`src/hw/rtl/pcc_pkg.sv`:
```
// shared types and constants for the path conflict counter
// no dependencies; every other file imports this package
package pcc_pkg;

    localparam int PCC_MAX_AGENTS = 8;
    localparam int PCC_COORD_BITS = 10;

    // fixed widths of the channel fields
    localparam int AGENT_W = 3;
    localparam int XY_W    = 10;
    localparam int STEP_W  = 16;
    localparam int TOT_W   = 32;

    typedef enum logic [1:0] {
        K_TALLY  = 2'd0,
        K_VERTEX = 2'd1,
        K_SAME   = 2'd2,
        K_SWAP   = 2'd3
    } kind_t;

    typedef enum logic [2:0] {
        S_IDLE,
        S_PREV,
        S_CMP,
        S_EMIT,
        S_TALLY
    } state_t;

    // pending record flags of one compared pair, in emission order
    localparam int P_VERTEX = 0;
    localparam int P_SAME   = 1;
    localparam int P_SWAP_A = 2;
    localparam int P_SWAP_B = 3;

endpackage

```
`src/hw/rtl/pcc_if.sv`:
```
// valid/ready channel interfaces of the path conflict counter
// depends on pcc_pkg for the field widths
interface pcc_path_if import pcc_pkg::*; ();
    logic               valid;
    logic               ready;
    logic [AGENT_W-1:0] agent;
    logic [XY_W-1:0]    pos_x;
    logic [XY_W-1:0]    pos_y;
    logic               present;
    logic               step_end;
    logic               restart;

    modport source (
        output valid, agent, pos_x, pos_y, present, step_end, restart,
        input  ready
    );
    modport sink (
        input  valid, agent, pos_x, pos_y, present, step_end, restart,
        output ready
    );
endinterface

interface pcc_report_if import pcc_pkg::*; ();
    logic              valid;
    logic              ready;
    logic [1:0]        kind;
    logic [XY_W-1:0]   at_x;
    logic [XY_W-1:0]   at_y;
    logic [STEP_W-1:0] at_step;
    logic [TOT_W-1:0]  vertex_total;
    logic [TOT_W-1:0]  same_total;
    logic [TOT_W-1:0]  swap_total;
    logic              final_res;

    modport source (
        output valid, kind, at_x, at_y, at_step, vertex_total, same_total,
               swap_total, final_res,
        input  ready
    );
    modport sink (
        input  valid, kind, at_x, at_y, at_step, vertex_total, same_total,
               swap_total, final_res,
        output ready
    );
endinterface

```
`src/hw/rtl/pcc_cell_mem.sv`:
```
// two-bank cell store: current and previous step cells per agent
// one write port, two registered read ports; uses pcc_pkg
module pcc_cell_mem import pcc_pkg::*; #(
    parameter int IDX_W  = 3,
    parameter int CELL_W = 20
) (
    input  logic              clk,
    input  logic              wr_en,
    input  logic [IDX_W:0]    wr_addr,
    input  logic [CELL_W-1:0] wr_data,
    input  logic [IDX_W:0]    rd_a_addr,
    input  logic [IDX_W:0]    rd_b_addr,
    output logic [CELL_W-1:0] rd_a_data,
    output logic [CELL_W-1:0] rd_b_data
);

    localparam int DEPTH = 2 << IDX_W;

    logic [CELL_W-1:0] mem [DEPTH];

    always_ff @(posedge clk)
    begin
        if (wr_en)
        begin
            mem[wr_addr] <= wr_data;
        end
    end

    always_ff @(posedge clk)
    begin
        rd_a_data <= mem[rd_a_addr];
        rd_b_data <= mem[rd_b_addr];
    end

endmodule

```
`src/hw/rtl/path_conflict_counter.sv`:
```
// path conflict counter: pairwise vertex, edge and swap conflicts of agent paths
// top level; uses pcc_pkg, pcc_if and pcc_cell_mem
//
// path channel: one request per agent position of a timestep, agents in rising
// order, step_end on the last agent, restart to clear totals and timestep.
// report channel: zero or more conflict records (vertex, same-direction edge,
// two per swap) followed by one tally record with final_res set.
// one request is handled at a time; path.ready is high only while idle.
// each request passes through an accept step, a fetch of the agent's previous
// cell (present agents above index 0), a compare step per lower agent through
// the shared cell comparator, an emit step per record and a tally step.
// records leave through an output register; a stalled report channel holds
// the register and the sequencer waits for it to empty before each record.
// reset clears presence bits, timestep and totals; stored cells stay
// undefined and are never used before being written.
module path_conflict_counter import pcc_pkg::*; #(
    parameter int MAX_AGENTS = PCC_MAX_AGENTS,
    parameter int COORD_BITS = PCC_COORD_BITS
) (
    input  logic       clk,
    input  logic       rst_n,
    pcc_path_if.sink   path,
    pcc_report_if.source report
);

    localparam int AW = (MAX_AGENTS > 1) ? $clog2(MAX_AGENTS) : 1;
    localparam int CW = 2 * COORD_BITS;

    state_t state_reg, state_next;

    logic [AW-1:0]         me_reg, me_next;
    logic [AW-1:0]         i_reg, i_next;
    logic [CW-1:0]         cell_reg, cell_next;
    logic [CW-1:0]         prev_me_reg, prev_me_next;
    logic                  step_end_reg, step_end_next;
    logic                  edge_ok_reg, edge_ok_next;
    logic [3:0]            pend_reg, pend_next;
    logic                  bank_reg, bank_next;
    logic [MAX_AGENTS-1:0] cur_present_reg, cur_present_next;
    logic [MAX_AGENTS-1:0] prev_present_reg, prev_present_next;
    logic [STEP_W-1:0]     timestep_reg, timestep_next;
    logic [TOT_W-1:0]      vertex_reg, vertex_next;
    logic [TOT_W-1:0]      same_reg, same_next;
    logic [TOT_W-1:0]      swap_reg, swap_next;

    logic                  out_valid_reg, out_valid_next;
    kind_t                 out_kind_reg, out_kind_next;
    logic [CW-1:0]         out_cell_reg, out_cell_next;
    logic [STEP_W-1:0]     out_step_reg, out_step_next;
    logic [TOT_W-1:0]      out_vertex_reg, out_vertex_next;
    logic [TOT_W-1:0]      out_same_reg, out_same_next;
    logic [TOT_W-1:0]      out_swap_reg, out_swap_next;
    logic                  out_final_reg, out_final_next;

    logic          accept;
    logic          slot_free;
    logic          agent_ok;
    logic [AW-1:0] me_in;
    logic [CW-1:0] cell_in;
    logic          last_i;
    logic          hit_v, hit_s, hit_w;
    logic [3:0]    hits;
    logic [3:0]    sel;
    logic [3:0]    remain;

    logic          wr_en;
    logic [AW:0]   wr_addr;
    logic [AW:0]   rd_a_addr, rd_b_addr;
    logic [CW-1:0] rd_a_data, rd_b_data;

    assign path.ready = (state_reg == S_IDLE);
    assign accept     = path.valid && path.ready;
    assign slot_free  = !out_valid_reg || report.ready;
    assign agent_ok   = int'(path.agent) < MAX_AGENTS;
    assign me_in      = AW'(path.agent);
    assign cell_in    = {COORD_BITS'(path.pos_y), COORD_BITS'(path.pos_x)};
    assign last_i     = (i_reg == AW'(me_reg - 1'b1));

    // shared comparator: stored lower agent against the arriving one
    always_comb
    begin
        logic edges;
        edges = edge_ok_reg && prev_present_reg[i_reg];
        hit_v = cur_present_reg[i_reg] && (rd_a_data == cell_reg);
        hit_s = hit_v && edges && (rd_b_data == prev_me_reg);
        hit_w = cur_present_reg[i_reg] && edges && (rd_b_data == cell_reg)
                && (prev_me_reg == rd_a_data);
        hits  = {hit_w, hit_w, hit_s, hit_v};
    end

    assign sel    = pend_reg & (~pend_reg + 4'd1);
    assign remain = pend_reg & ~sel;

    // next state
    always_comb
    begin
        state_next = state_reg;
        case (state_reg)
            S_IDLE:
            begin
                if (path.valid)
                begin
                    if (agent_ok && path.present && (me_in != '0))
                        state_next = S_PREV;
                    else
                        state_next = S_TALLY;
                end
            end
            S_PREV:
            begin
                state_next = S_CMP;
            end
            S_CMP:
            begin
                if (hits != 4'd0)
                    state_next = S_EMIT;
                else if (last_i)
                    state_next = S_TALLY;
            end
            S_EMIT:
            begin
                if (slot_free && (remain == 4'd0))
                    state_next = last_i ? S_TALLY : S_CMP;
            end
            S_TALLY:
            begin
                if (slot_free)
                    state_next = S_IDLE;
            end
            default:
            begin
                state_next = S_IDLE;
            end
        endcase
    end

    // datapath and output register control
    always_comb
    begin
        me_next           = me_reg;
        i_next            = i_reg;
        cell_next         = cell_reg;
        prev_me_next      = prev_me_reg;
        step_end_next     = step_end_reg;
        edge_ok_next      = edge_ok_reg;
        pend_next         = pend_reg;
        bank_next         = bank_reg;
        cur_present_next  = cur_present_reg;
        prev_present_next = prev_present_reg;
        timestep_next     = timestep_reg;
        vertex_next       = vertex_reg;
        same_next         = same_reg;
        swap_next         = swap_reg;

        out_valid_next    = out_valid_reg && !report.ready;
        out_kind_next     = out_kind_reg;
        out_cell_next     = out_cell_reg;
        out_step_next     = out_step_reg;
        out_vertex_next   = out_vertex_reg;
        out_same_next     = out_same_reg;
        out_swap_next     = out_swap_reg;
        out_final_next    = out_final_reg;

        wr_en   = 1'b0;
        wr_addr = {bank_reg, me_in};

        case (state_reg)
            S_IDLE:
            begin
                i_next = '0;
                if (accept)
                begin
                    me_next       = me_in;
                    cell_next     = cell_in;
                    step_end_next = path.step_end;
                    if (path.restart)
                    begin
                        vertex_next       = '0;
                        same_next         = '0;
                        swap_next         = '0;
                        timestep_next     = '0;
                        cur_present_next  = '0;
                        prev_present_next = '0;
                    end
                    if (agent_ok)
                    begin
                        cur_present_next[me_in] = path.present;
                        wr_en = path.present;
                    end
                end
            end
            S_PREV:
            begin
                prev_me_next = rd_a_data;
                edge_ok_next = (timestep_reg != '0) && prev_present_reg[me_reg];
            end
            S_CMP:
            begin
                pend_next = hits;
                if ((hits == 4'd0) && !last_i)
                    i_next = i_reg + 1'b1;
            end
            S_EMIT:
            begin
                if (slot_free)
                begin
                    pend_next = remain;
                    out_valid_next = 1'b1;
                    out_final_next = 1'b0;
                    out_step_next  = timestep_reg;
                    out_cell_next  = sel[P_SWAP_B] ? cell_reg : rd_a_data;
                    if (sel[P_VERTEX] && (vertex_reg != '1))
                        vertex_next = vertex_reg + 1'b1;
                    if (sel[P_SAME] && (same_reg != '1))
                        same_next = same_reg + 1'b1;
                    if (sel[P_SWAP_A] && (swap_reg != '1))
                        swap_next = swap_reg + 1'b1;
                    case (sel)
                        4'b0001: out_kind_next = K_VERTEX;
                        4'b0010: out_kind_next = K_SAME;
                        4'b0100: out_kind_next = K_SWAP;
                        4'b1000: out_kind_next = K_SWAP;
                        default: out_kind_next = K_TALLY;
                    endcase
                    out_vertex_next = vertex_next;
                    out_same_next   = same_next;
                    out_swap_next   = swap_next;
                    if ((remain == 4'd0) && !last_i)
                        i_next = i_reg + 1'b1;
                end
            end
            S_TALLY:
            begin
                if (slot_free)
                begin
                    out_valid_next  = 1'b1;
                    out_final_next  = 1'b1;
                    out_kind_next   = K_TALLY;
                    out_cell_next   = '0;
                    out_step_next   = timestep_reg;
                    out_vertex_next = vertex_reg;
                    out_same_next   = same_reg;
                    out_swap_next   = swap_reg;
                    if (step_end_reg)
                    begin
                        // swapping banks turns the current cells into the previous ones
                        bank_next         = !bank_reg;
                        prev_present_next = cur_present_reg;
                        cur_present_next  = '0;
                        if (timestep_reg != '1)
                            timestep_next = timestep_reg + 1'b1;
                    end
                end
            end
            default:
            begin
                i_next = '0;
            end
        endcase
    end

    // read addresses follow the next index so data lines up with i_reg
    always_comb
    begin
        if (state_next == S_PREV)
            rd_a_addr = {!bank_reg, me_in};
        else
            rd_a_addr = {bank_reg, i_next};
        rd_b_addr = {!bank_reg, i_next};
    end

    pcc_cell_mem #(
        .IDX_W  (AW),
        .CELL_W (CW)
    ) u_cells (
        .clk       (clk),
        .wr_en     (wr_en),
        .wr_addr   (wr_addr),
        .wr_data   (cell_in),
        .rd_a_addr (rd_a_addr),
        .rd_b_addr (rd_b_addr),
        .rd_a_data (rd_a_data),
        .rd_b_data (rd_b_data)
    );

    always_ff @(posedge clk or negedge rst_n)
    begin
        if (!rst_n)
        begin
            state_reg        <= S_IDLE;
            i_reg            <= '0;
            pend_reg         <= '0;
            bank_reg         <= 1'b0;
            cur_present_reg  <= '0;
            prev_present_reg <= '0;
            timestep_reg     <= '0;
            vertex_reg       <= '0;
            same_reg         <= '0;
            swap_reg         <= '0;
            out_valid_reg    <= 1'b0;
            step_end_reg     <= 1'b0;
            edge_ok_reg      <= 1'b0;
        end
        else
        begin
            state_reg        <= state_next;
            i_reg            <= i_next;
            pend_reg         <= pend_next;
            bank_reg         <= bank_next;
            cur_present_reg  <= cur_present_next;
            prev_present_reg <= prev_present_next;
            timestep_reg     <= timestep_next;
            vertex_reg       <= vertex_next;
            same_reg         <= same_next;
            swap_reg         <= swap_next;
            out_valid_reg    <= out_valid_next;
            step_end_reg     <= step_end_next;
            edge_ok_reg      <= edge_ok_next;
        end
    end

    always_ff @(posedge clk)
    begin
        me_reg         <= me_next;
        cell_reg       <= cell_next;
        prev_me_reg    <= prev_me_next;
        out_kind_reg   <= out_kind_next;
        out_cell_reg   <= out_cell_next;
        out_step_reg   <= out_step_next;
        out_vertex_reg <= out_vertex_next;
        out_same_reg   <= out_same_next;
        out_swap_reg   <= out_swap_next;
        out_final_reg  <= out_final_next;
    end

    assign report.valid        = out_valid_reg;
    assign report.kind         = out_kind_reg;
    assign report.at_x         = XY_W'(out_cell_reg[COORD_BITS-1:0]);
    assign report.at_y         = XY_W'(out_cell_reg[CW-1:COORD_BITS]);
    assign report.at_step      = out_step_reg;
    assign report.vertex_total = out_vertex_reg;
    assign report.same_total   = out_same_reg;
    assign report.swap_total   = out_swap_reg;
    assign report.final_res    = out_final_reg;

`ifndef SYNTH
    a_scan_below_agent: assert property (@(posedge clk) disable iff (!rst_n)
        (state_reg == S_CMP) |-> (i_reg < me_reg))
        else $error("comparator index reached the arriving agent");

    a_tally_is_final: assert property (@(posedge clk) disable iff (!rst_n)
        report.valid |-> ((report.kind == K_TALLY) == report.final_res))
        else $error("final flag does not match tally kind");

    a_swap_pair: assert property (@(posedge clk) disable iff (!rst_n)
        pend_reg[P_SWAP_A] |-> pend_reg[P_SWAP_B])
        else $error("swap record pending without its second record");

    a_busy_after_accept: assert property (@(posedge clk) disable iff (!rst_n)
        (path.valid && path.ready) |=> !path.ready)
        else $error("request accepted but sequencer stayed idle");
`endif

endmodule

```
`src/flat_wrapper.sv`:
```
// flat-port wrapper written by rule: the top's interface ports become plain ports
module path_conflict_counter_flat import pcc_pkg::*;
#(
    parameter int MAX_AGENTS = PCC_MAX_AGENTS,
    parameter int COORD_BITS = PCC_COORD_BITS
)
  (clk, rst_n, path_valid, path_agent, path_pos_x, path_pos_y, path_present, path_step_end, path_restart, path_ready, report_valid, report_kind, report_at_x, report_at_y, report_at_step, report_vertex_total, report_same_total, report_swap_total, report_final_res, report_ready);
  pcc_path_if path_i ();
  pcc_report_if report_i ();
  input  logic clk;
  input  logic rst_n;
  input wire logic [$bits(path_i.valid)-1:0] path_valid;
  input wire logic [$bits(path_i.agent)-1:0] path_agent;
  input wire logic [$bits(path_i.pos_x)-1:0] path_pos_x;
  input wire logic [$bits(path_i.pos_y)-1:0] path_pos_y;
  input wire logic [$bits(path_i.present)-1:0] path_present;
  input wire logic [$bits(path_i.step_end)-1:0] path_step_end;
  input wire logic [$bits(path_i.restart)-1:0] path_restart;
  output wire logic [$bits(path_i.ready)-1:0] path_ready;
  output wire logic [$bits(report_i.valid)-1:0] report_valid;
  output wire logic [$bits(report_i.kind)-1:0] report_kind;
  output wire logic [$bits(report_i.at_x)-1:0] report_at_x;
  output wire logic [$bits(report_i.at_y)-1:0] report_at_y;
  output wire logic [$bits(report_i.at_step)-1:0] report_at_step;
  output wire logic [$bits(report_i.vertex_total)-1:0] report_vertex_total;
  output wire logic [$bits(report_i.same_total)-1:0] report_same_total;
  output wire logic [$bits(report_i.swap_total)-1:0] report_swap_total;
  output wire logic [$bits(report_i.final_res)-1:0] report_final_res;
  input wire logic [$bits(report_i.ready)-1:0] report_ready;
  assign path_i.valid = path_valid;
  assign path_i.agent = path_agent;
  assign path_i.pos_x = path_pos_x;
  assign path_i.pos_y = path_pos_y;
  assign path_i.present = path_present;
  assign path_i.step_end = path_step_end;
  assign path_i.restart = path_restart;
  assign path_ready = path_i.ready;
  assign report_valid = report_i.valid;
  assign report_kind = report_i.kind;
  assign report_at_x = report_i.at_x;
  assign report_at_y = report_i.at_y;
  assign report_at_step = report_i.at_step;
  assign report_vertex_total = report_i.vertex_total;
  assign report_same_total = report_i.same_total;
  assign report_swap_total = report_i.swap_total;
  assign report_final_res = report_i.final_res;
  assign report_i.ready = report_ready;
  path_conflict_counter #(.MAX_AGENTS(MAX_AGENTS), .COORD_BITS(COORD_BITS)) u_core (.clk(clk), .rst_n(rst_n), .path(path_i), .report(report_i));
endmodule
```
`config.mk`:
```
export PLATFORM = sky130hd
export DESIGN_NAME = path_conflict_counter_flat
export DESIGN_NICKNAME = d
export VERILOG_FILES = /design/src/hw/rtl/pcc_pkg.sv /design/src/hw/rtl/pcc_if.sv /design/src/hw/rtl/pcc_cell_mem.sv /design/src/hw/rtl/path_conflict_counter.sv /design/src/flat_wrapper.sv
export SDC_FILE = /design/constraint.sdc
export NUM_CORES = 1
export LEC_CHECK = 0
export ABC_AREA = 0
export BUFFER_PORTS_ARGS = -buffer_cell sky130_fd_sc_hd__buf_2
export CAP_MARGIN = 20
export CORE_ASPECT_RATIO = 0.9
export CORE_MARGIN = 3
export CORE_UTILIZATION = 54
export DETAILED_ROUTE_END_ITERATION = 8
export PLACE_DENSITY = 0.73
export SYNTH_ARGS = -nofsm -noshare
export SYNTH_HDL_FRONTEND = slang
export SYNTH_HIERARCHICAL = 1
export SYNTH_SLANG_ARGS = --single-unit
```
`constraint.sdc`:
```
create_clock -name clk -period 12.3 [get_ports clk]
set_input_delay 1.23 -clock clk [delete_from_list [all_inputs] [get_ports clk]]
set_output_delay 1.23 -clock clk [all_outputs]
set_load 0.005 [all_outputs]
```
==> out/results.tsv <==
stage	metric	value	unit
outcome	status	completed	
clock_tree	clock_latency	0.61	ns
synth	ys.flop_type	edfxtp_1	
detailed_routing	drt-met1-wl	31750	microns
placement	dpl_cell_area	33360	sq um
setup_path	endpoint_kind	register	
setup_path	arrival	5.59	ns
floorplanning	boundaryPins	167	
grt	antenna_found_initial	6	
hold_path	min-delay-path-class	register to register	
layout	final_area	35800	sq um
layout	syn2layout_area_growth	12.60	%
placement	io_buffers	166	
power	power.density	213.1	nW/um^2
detailed_routing	top_layer	met5	
timing	max_freq	196.0	MHz
synth	yosysSeqAreaShare	60.73	%
clock_tree	cts_root_buf	clkbuf_16	
timing	rsz0062_at_grt	false	
power	power.total	7.630	mW
layout	layout.nets	2462	
layout	regMostFlops	u_core/u_cells/mem	
timing	period_needed	5.103	ns
clock_tree	numCtsBuffers	71	
synth	syn_nets	2332	
detailed_routing	drc	0	
floorplanning	initial_core_util	55.16	%
layout	drive_gt1_share	20.58	%
grt	grt_pass1_wl	124600	microns
run	drv_cap	0	
power	p_leak	12.74	nW
grt	grt_pass1_vias	20540	
clock_tree	clockBufferDepth	3	
placement	hpwl	50070	microns
setup_path	cp-start-kind	register	
timing	hold_viol_final	0	
detailed_routing	ant_nets	0	
floorplanning	dieArea	61830	sq um
synth	synth.avg_cell_area	13.85	sq um
clock_tree	cts_hold_buffers	0	
clock_tree	clkTransAtPathRegs	0.06	ns
clock_tree	cts_setup_buffers	0	
layout	mostFrequentLayoutCells	edfxtp_1 (498), nand2_1 (255), buf_2 (165)	
synth	ys_types	80	
setup_path	cp.required	12.78	ns
setup_path	path_class	register to register	
timing	period_share	41.49	%
clock_tree	cts_resized	0	
floorplanning	core	57640	sq um
grt	overflow	0	
detailed_routing	drt_pass1_iterations	5	
layout	largest_register_ffs	320	
setup_path	cp_max_fo	50	
clock_tree	cts_tree	done	
synth	ys_warn_count	6	
timing	finalSetupTns	0	ns
grt	grt_max_degree	84	
synth	synth-seq-cells	680	
layout	final_common_cell	edfxtp_1	
timing	maxSlewViolCount	0	
detailed_routing	vias	21120	
detailed_routing	dr_wl_met3	7903	microns
synth	synth_area	31790	sq um
timing	slew-limit-headroom	21.96	%
detailed_routing	route.met2.wl	39550	microns
detailed_routing	viasPerCell	6.497	
clock_tree	clock-sinks	680	
synth	synth_edf_count	498	
synth	async_flop_share	20.88	%
grt	groute.usage.overall	26.58	%
floorplanning	die_h	236.2	microns
placement	gp_congestion	0.9247	
timing	finClkSkew	0.02400	ns
power	ir_drop	0.0002220	V
timing	worst_pin_slew	1.171	ns
synth	synthCells	2295	
timing	setup_viol	0	
detailed_routing	wirelength	81930	microns
floorplanning	die_w	261.8	microns
timing	worst_hold_slack	0.5162	ns
floorplanning	floorplan.rows	83	
detailed_routing	detail_route.wl_per_cell	25.21	microns
detailed_routing	first_iter_violations	2421	
layout	fin_util	62.12	%
clock_tree	cts_max_level	3	
logic make-up (layout without fill, tap and decap cells):
family / Yosys count / count (layout) / synth area share, %
DFF: 680 / 680 / 60.73
muxes: 173 / 173 / 12.33
xor gates and xnor gates: 195 / 195 / 5.415
other: 0 / 2 / 0
adders and majority gates: 8 / 8 / 0.3069
AOI/OAI and AO/OA: 392 / 392 / 7.957
buffers and inverters: 172 / 360 / 2.503
and+or+nand+nor: 675 / 675 / 10.76
critical path: stages, from the launching register on:
cell and delay [ns]:
dfrtp_1 0.67, mux4_2 0.57, mux2i_1 0.26, nor3_1 0.09, and4_1 0.25, o31a_1 0.42, o211ai_1 0.22, buf_4 0.59
buf_4 0.88, mux4_1 0.65, a22oi_1 0.25, nand2_1 0.09
synth_stat cells, drive strengths merged, types with 7 or more instances:
master   count  area [sq um]
a31oi       51         325.3
a2bb2oi      7         61.31
nand3       73         395.4
mux4       165          3836
and4        24         210.2
nor2b        7         43.79
o21ai      109         545.5
xnor2      134          1174
nand4       41         262.8
o31ai       26         195.2
and3        35         219.0
edfxtp     498         14950
nand2b       7         43.79
nor2        96         380.4
a21oi       59         295.3
buf         42         306.5
or4         11         86.33
nor3        40         200.2
clkbuf     103         387.9
xor2        60         525.5
a41oi        8         77.58
and2        22         137.6
dfrtp      142          3553
nand2      257         972.2
or3         12         75.07
dfxtp       40         800.8
nor4        30         230.2
a22oi       83         623.1
o211ai       9         67.56
inv         27         101.3
ha           7         87.58
cell type report:
| cell class | count | area (sq um) |
|---|---|---|
| Fill cell | 4235 | 21830 |
| Sequential cell | 680 | 19310 |
| Multi-Input combinational cell | 1443 | 11890 |
| Clock buffer | 94 | 2027 |
| Timing Repair Buffer | 202 | 1115 |
| Tap cell | 765 | 957.2 |
| Clock inverter | 37 | 395.4 |
| Inverter | 27 | 101.3 |
| Antenna cell | 2 | 5.005 |
path summary, 6_finish.rpt:
kind,startpoint,end,slack [ns],depth (start not counted)
setup / recovery,u_core/i_reg[0],u_core/u_cells/rd_a_data[10],7.20,11
hold / removal,u_core/timestep_reg[0],u_core/report.at_step[0],0.52,0
setup reg to reg,u_core/i_reg[0],u_core/u_cells/rd_a_data[10],7.20,11
max in group asynchronous,rst_n,u_core/swap_reg[30],10.23,2
hold reg to reg,u_core/timestep_reg[0],u_core/report.at_step[0],0.52,0
min in group asynchronous,rst_n,u_core/timestep_reg[5],0.69,1
power by group:
| group | switching, mW | total, mW | internal (mW) | leakage (nW) |
|---|---|---|---|---|
| clock | 0.888 | 2.20 | 1.31 | 1.19 |
| combinational | 1.33 | 2.36 | 1.03 | 4.70 |
| sequential | 0.264 | 3.07 | 2.81 | 6.85 |
| total | 2.48 | 7.63 | 5.15 | 12.7 |
per-stage QoR:
stage / instances / worst slack, ns
floorplan: 2295 / 4.612
global placement: 3116 / 7.229
detailed placement: 3116 / 7.045
CTS: 3247 / 7.140
global route: 3249 / 6.762
finish: 3250 / 7.197
metal layers:
layer | track usage [%] | up-vias
met4 | 9.557 | 6
met2 | 42.40 | 1158
met5 | 0 | -
li1 | - | 9186
met1 | 36.89 | 10590
met3 | 4.895 | 180
Note: power is estimated with default switching activity, not from simulation.
